<file path="src/sv/bbmf_pkg.sv">
// Shared constants, types and control structs of the block biquad matrix filter.
`default_nettype none

package bbmf_pkg;

  // Block geometry and number formats
  localparam int BLOCK_LEN  = 8;
  localparam int SAMPLE_W   = 16;
  localparam int COEF_W     = 24;
  localparam int HIST_ROWS  = 4;
  localparam int ROWS       = HIST_ROWS + BLOCK_LEN;
  localparam int DEPTH      = ROWS * BLOCK_LEN;
  localparam int IDX_W      = 7;
  localparam int ROW_W      = $clog2(ROWS);
  localparam int LANE_W     = $clog2(BLOCK_LEN);
  localparam int CNT_W      = $clog2(ROWS + 2);
  localparam int PROD_W     = SAMPLE_W + COEF_W;
  localparam int ACC_W      = PROD_W + $clog2(ROWS);
  localparam int FRAC_SHIFT = COEF_W - 4;

  // Stream widths
  localparam int S_FIELDS_W = IDX_W + COEF_W + BLOCK_LEN * SAMPLE_W;
  localparam int S_TDATA_W  = ((S_FIELDS_W + 7) / 8) * 8;
  localparam int M_TDATA_W  = ((BLOCK_LEN * SAMPLE_W + 7) / 8) * 8;

  // Item kinds carried on tuser
  localparam logic OP_WRITE  = 1'b0;
  localparam logic OP_FILTER = 1'b1;

  typedef enum logic [1:0] {
    ST_IDLE,
    ST_RUN,
    ST_FINISH
  } state_t;

  typedef struct packed {
    logic             coef_write;
    logic             start;
    logic             issue;
    logic [ROW_W-1:0] row;
    logic             finish;
  } ctrl_cmd_t;

  typedef struct packed {
    logic out_free;
  } ctrl_stat_t;

endpackage

`default_nettype wire

</file>
<file path="src/sv/bbmf_ctrl.sv">
// Sequencer of the block biquad matrix filter: accept, row issue, drain, finish.
`default_nettype none

module bbmf_ctrl (
  input  wire logic                clk,
  input  wire logic                rst,
  input  wire logic                s_tvalid,
  input  wire logic                s_op,
  output logic                     s_tready,
  input  wire bbmf_pkg::ctrl_stat_t stat,
  output bbmf_pkg::ctrl_cmd_t      cmd
);

  bbmf_pkg::state_t                state, state_next;
  logic [bbmf_pkg::CNT_W-1:0]      cnt, cnt_next;
  logic                            accept;

  assign accept = s_tvalid && s_tready;

  always_ff @(posedge clk) begin
    if (rst) begin
      state <= bbmf_pkg::ST_IDLE;
      cnt   <= '0;
    end else begin
      state <= state_next;
      cnt   <= cnt_next;
    end
  end

  // Next state and row counter
  always_comb begin
    state_next = state;
    cnt_next   = cnt;
    unique case (state)
      bbmf_pkg::ST_IDLE: begin
        cnt_next = '0;
        if (accept && s_op == bbmf_pkg::OP_FILTER) begin
          state_next = bbmf_pkg::ST_RUN;
        end
      end
      bbmf_pkg::ST_RUN: begin
        // run until the last product has entered the accumulators
        if (cnt == bbmf_pkg::CNT_W'(bbmf_pkg::ROWS + 1)) begin
          state_next = bbmf_pkg::ST_FINISH;
          cnt_next   = '0;
        end else begin
          cnt_next = cnt + 1'b1;
        end
      end
      bbmf_pkg::ST_FINISH: begin
        if (stat.out_free) begin
          state_next = bbmf_pkg::ST_IDLE;
        end
      end
      default: begin
        state_next = bbmf_pkg::ST_IDLE;
        cnt_next   = '0;
      end
    endcase
  end

  // Outputs
  always_comb begin
    s_tready       = 1'b0;
    cmd.coef_write = 1'b0;
    cmd.start      = 1'b0;
    cmd.issue      = 1'b0;
    cmd.row        = cnt[bbmf_pkg::ROW_W-1:0];
    cmd.finish     = 1'b0;
    unique case (state)
      bbmf_pkg::ST_IDLE: begin
        s_tready       = 1'b1;
        cmd.coef_write = s_tvalid && s_op == bbmf_pkg::OP_WRITE;
        cmd.start      = s_tvalid && s_op == bbmf_pkg::OP_FILTER;
      end
      bbmf_pkg::ST_RUN: begin
        cmd.issue = cnt < bbmf_pkg::CNT_W'(bbmf_pkg::ROWS);
      end
      bbmf_pkg::ST_FINISH: begin
        cmd.finish = stat.out_free;
      end
      default: begin
        s_tready = 1'b0;
      end
    endcase
  end

endmodule

`default_nettype wire

</file>
<file path="config.mk">
export PLATFORM = sky130hd
export DESIGN_NAME = bbmf_ctrl
export DESIGN_NICKNAME = d
export VERILOG_FILES = /design/src/sv/bbmf_pkg.sv /design/src/sv/bbmf_ctrl.sv
export SDC_FILE = /design/constraint.sdc
export NUM_CORES = 1
export LEC_CHECK = 0
export BUFFER_PORTS_ARGS = -buffer_cell sky130_fd_sc_hd__buf_2
export CAP_MARGIN = 20
export CELL_PAD_IN_SITES_DETAIL_PLACEMENT = 2
export CELL_PAD_IN_SITES_GLOBAL_PLACEMENT = 2
export CORE_UTILIZATION = 25
export DETAILED_ROUTE_END_ITERATION = 10
export GPL_TIMING_DRIVEN = 0
export PLACE_DENSITY = 0.79
export SYNTH_ARGS = -nofsm -noshare
export SYNTH_HDL_FRONTEND = slang
export SYNTH_SLANG_ARGS = --single-unit
</file>
<file path="constraint.sdc">
create_clock -name clk -period 1.5 [get_ports clk]
set_input_delay 0.225 -clock clk [delete_from_list [all_inputs] [get_ports clk]]
set_output_delay 0.225 -clock clk [all_outputs]
set_load 0.02 [all_outputs]
</file>
### Yosys cells after proc, flatten, opt, wreduce, memory -nomap -nowiden

Index checks and enable logic that the tools add are counted.

* multipliers: 0
* shift operators: 0
* divide/modulo/power cells: 0
* mux-type cells: 10
* equal/unequal tests: 6
* magnitude comparators: 1
* bitwise gates (word level): 1
* add/sub/neg operators: 1
* reduce and logical (&&, ||, !) cells: 6

Operator list (number)
* 2-bit 2-to-1 mux: 4
* 4-bit case mux with 2 select lines: 1
* 2-bit != test (second input constant): 3
* 2-bit case mux with 3 select lines: 1
* 4-bit by 1-bit adder with 4-bit output (second input constant): 1
* 4-bit equality test (second input constant): 1
* 1-bit logical AND: 4
* 4-bit less-than comparator (second input constant): 1
* 4-bit 2-to-1 mux: 1
* 1-bit 2-to-1 mux: 3
* 3-bit AND reduction: 1
* 2-bit by 1-bit equality test with 1-bit output (second input constant): 1
* 2-bit equality test (second input constant): 1
* 2-bit zero test: 1
* 1-bit NOT: 1

* input port bits: 5
* word-level logic and storage cells: 27
* memory bits (read-only): 0
* bits in registers: 6
* bits in latches: 0
* RAM bits: 0
* memories kept: 0

### Depth between registers and ports, before layout

* depth in word-level cells: 6
* gate-level depth with buffers: 4
* depth with buffers taken out: 3

### Worst setup path before layout

No wires, ideal clock.

* path kind: register to output
* start point: register state[1]
* end point: output port cmd[7] (netlist bit)
* cell stages (with the launch flop): 4
* path slack: 0.169 ns
* data required time: 1.275 ns
* arrival time: 1.106 ns
* path through: dfxtp_1 nor2_1 nand2_1 nor2_1

RTL lines
* from (decl): line bbmf_ctrl.sv:14 `bbmf_pkg::state_t state, state_next;`
* from (signal assigned): line bbmf_ctrl.sv:22 `state <= bbmf_pkg::ST_IDLE;`
* from (signal assigned): line bbmf_ctrl.sv:25 `state <= state_next;`
* to (decl): line bbmf_ctrl.sv:11 `output bbmf_pkg::ctrl_cmd_t cmd`

==> flow_metrics.env <==
export IMPL_synthSimpleGateAreaFrac_pct=34.6
export IMPL_grt_max_degree=10
export IMPL_num_vias=344
export IMPL_setup_tns_ns=0
export IMPL_hold_ws_ns=0.241
export IMPL_worstSetupPathType="register to output port"
export IMPL_cts_buffer_depth=2
export IMPL_p_leak_nw=0.196
export IMPL_grt_pass1_vias=360
export IMPL_min_period_ns=1.41
export IMPL_slew_violations=0
export IMPL_post_cts_setup_buffer_count=0
export IMPL_status="complete, no violations"
export IMPL_seq_area_frac_synth_pct=36.1
export IMPL_grt_ovfl_total=0
export IMPL_yosys_warnings=0
export IMPL_cts_sinks=6
export IMPL_core_mm2=0.00117
export IMPL_rr_startpoint="cnt[0]"
export IMPL_antenna_cells=0
export IMPL_worstSetupStartpointType="register"
export IMPL_synth_mux_area_share_pct=3.01
export IMPL_clock_latency_ns=0.24
export IMPL_critPathRequiredTime_ns=1.27
export IMPL_synth_fa_ha_area_share_pct=0
export IMPL_power_mw=0.401
export IMPL_drive_above_1_share_pct=44.4
export IMPL_cts_tree="done"
export IMPL_setup_violations=0
export IMPL_dpl_cell_area_um2=415
export IMPL_fillers=142
export IMPL_synth_area_top_cells="dfxtp_1 (36%), nor3_2 (6.0%), a31oi_1 (5.6%), a21oi_1 (4.5%), nor2b_4 (4.1%)"
export IMPL_synthCells=38
export IMPL_p_per_area_mw_per_mm2=911
export IMPL_yosysUniqueCellTypes=22
export IMPL_synthArstFlopShare_pct=0
export IMPL_synth_xor_area_share_pct=0
export IMPL_min_from="rst"
export IMPL_die_x_um=38.5
export IMPL_min_path_cells=2
export IMPL_cts_root_buf="clkbuf_4"
export IMPL_synth_edf_count=0
export IMPL_reg2regPathDepth=3
export IMPL_synth_top_family_by_area="simple AND/OR/NAND/NOR gates"
export IMPL_port_buffers=13
export IMPL_num_rows=12
export IMPL_place_congestion=0.605
export IMPL_tightest_slew_ns=0.246
export IMPL_wl_um=842
export IMPL_dr_pass1_iters=2
export IMPL_layout_nets=61
export IMPL_critPathBufInv=2
export IMPL_initial_core_util_pct=28.4
export IMPL_syn_num_nets=43
export IMPL_cts_htree_levels=1
export IMPL_finalInstanceArea_um2=440
export IMPL_antenna_found_initial=0
export IMPL_grt_first_pass_wirelength_um=1400
export IMPL_hold_path_end="cnt[1]"
export IMPL_yosysTopAreaCell="dfxtp_1"
export IMPL_die_height_um=38.5
export IMPL_syn_avg_cell_area_um2=8.76
export IMPL_synth_top_area_share_pct=36.1
export IMPL_route_detailed_drc=0
export IMPL_wl_per_cell_um=12.4
export IMPL_cp_end_kind="output port"
export IMPL_grt_total_usage_pct=14.4
export IMPL_ant_nets=0
export IMPL_skew_ns=0.00555
export IMPL_clkTransAtPathRegs_ns=0.05
export IMPL_cp_slowest_stage_delay_ns=0.42
export IMPL_synthFlopType="dfxtp_1"
export IMPL_hold_path_class="input pin to register"
export IMPL_slew_headroom_pct=83.6
export IMPL_cts_made_buffers=3
export IMPL_drt_iter0_drc=2
export IMPL_cpMaxStageDelayCell="dfxtp_1"
export IMPL_peakVddDrop_uv=359
export IMPL_min_period_over_period_pct=93.9
export IMPL_critPathMaxFanout=9
export IMPL_cp_top_family="flip-flops"
export IMPL_crit_chain="nor2b_4 > buf_6 > and2_2 > buf_2"
export IMPL_vias_per_cell=5.06
export IMPL_io_pins=14
export IMPL_arrival_ns=1.18
export IMPL_clock_fmax_mhz=710
export IMPL_dpl_hpwl_um=620
export IMPL_maxCapViolCount=0
export IMPL_hold_viol_final=0
export IMPL_r2r_end="state[0]"
export IMPL_syn2layout_area_growth_pct=32.3
export IMPL_synth_compound_area_share_pct=20.7
export IMPL_r2r_slack_ns=0.43
export IMPL_synth_seq_cells=6
export IMPL_netlist_area_um2=333
export IMPL_rsz0062_at_grt="false"
export IMPL_die_area_mm2=0.00148
cell usage in the layout, fill, tap and decap left out, types with 2 or more instances in the layout:
cell,count
nor3_2,2
nor2_1,3
inv_1,2
clkbuf_4,3
o21ai_0,2
nand2_1,3
buf_2,13
a21oi_1,3
a31oi_1,3
dfxtp_1,5
logic make-up (layout without fill, tap and decap cells):
group	after synthesis	after routing
buf+inv	3	19
flops	6	6
mux	1	1
compound gates	11	11
simple gates	17	17
report_power, final:
part           switching (mW)  internal [mW]  leakage (nW)
Sequential            0.00847          0.166        0.0491
Combinational          0.0445         0.0353         0.133
Clock                  0.0565         0.0904        0.0138
layer usage:
layer	global-route usage, %	part of all wire, %
met1	15.0	43
met2	24.6	51
met3	6.98	5.3
met4	5.17	0
met5	0	0
cells in the mapped netlist (all sizes together), types with 2 or more instances:
cell / n
nor2: 3
and2: 2
inv: 2
o21ai: 2
a31oi: 3
a21oi: 3
nand2: 3
nor3: 3
dfxtp: 6
flip-flops by register name (all words and copies together), names as in the netlist:
signal  count
cnt         4
state       2
per-stage QoR:
stage                     cells  setup slack, ns  utilization, %
after global routing         68           0.0120            37.6
after global placement       65            0.315            35.5
after CTS                    68           0.0317            37.4
after floorplan              38            0.169               -
final                        68           0.0909            37.6
after detailed placement     65            0.302            35.5
cell type report:
| class | count | area, um^2 | share of cell area (%) |
|---|---|---|---|
| tap | 14 | 17.5 | 3.98 |
| multi-input combinational | 29 | 195 | 44.3 |
| inverter | 2 | 7.51 | 1.70 |
| clock buffer | 3 | 22.5 | 5.11 |
| timing repair buffer | 13 | 65.1 | 14.8 |
| sequential | 6 | 121 | 27.6 |
| buffer | 1 | 11.3 | 2.56 |
how the worst max path moves through the flow:
stage / cells after the start / end / start / slack [ns]
2_1_floorplan: 3 / cmd[7] / state[1] / 0.17
3_3_place_gp: 3 / cmd[0] / state[1] / 0.31
3_5_place_dp: 3 / cmd[0] / state[1] / 0.30
4_1_cts: 3 / cmd[0] / state[1] / 0.03
5_1_grt: 4 / cmd[5] / state[1] / 0.01
6_report: 4 / cmd[5] / state[1] / 0.09
timing repair:
action,4_1_cts,5_1_grt
gates resized for setup,0,2
setup endpoints to repair,0,2
hold buffers,0,0
Note: power is estimated with default switching activity, not from simulation.
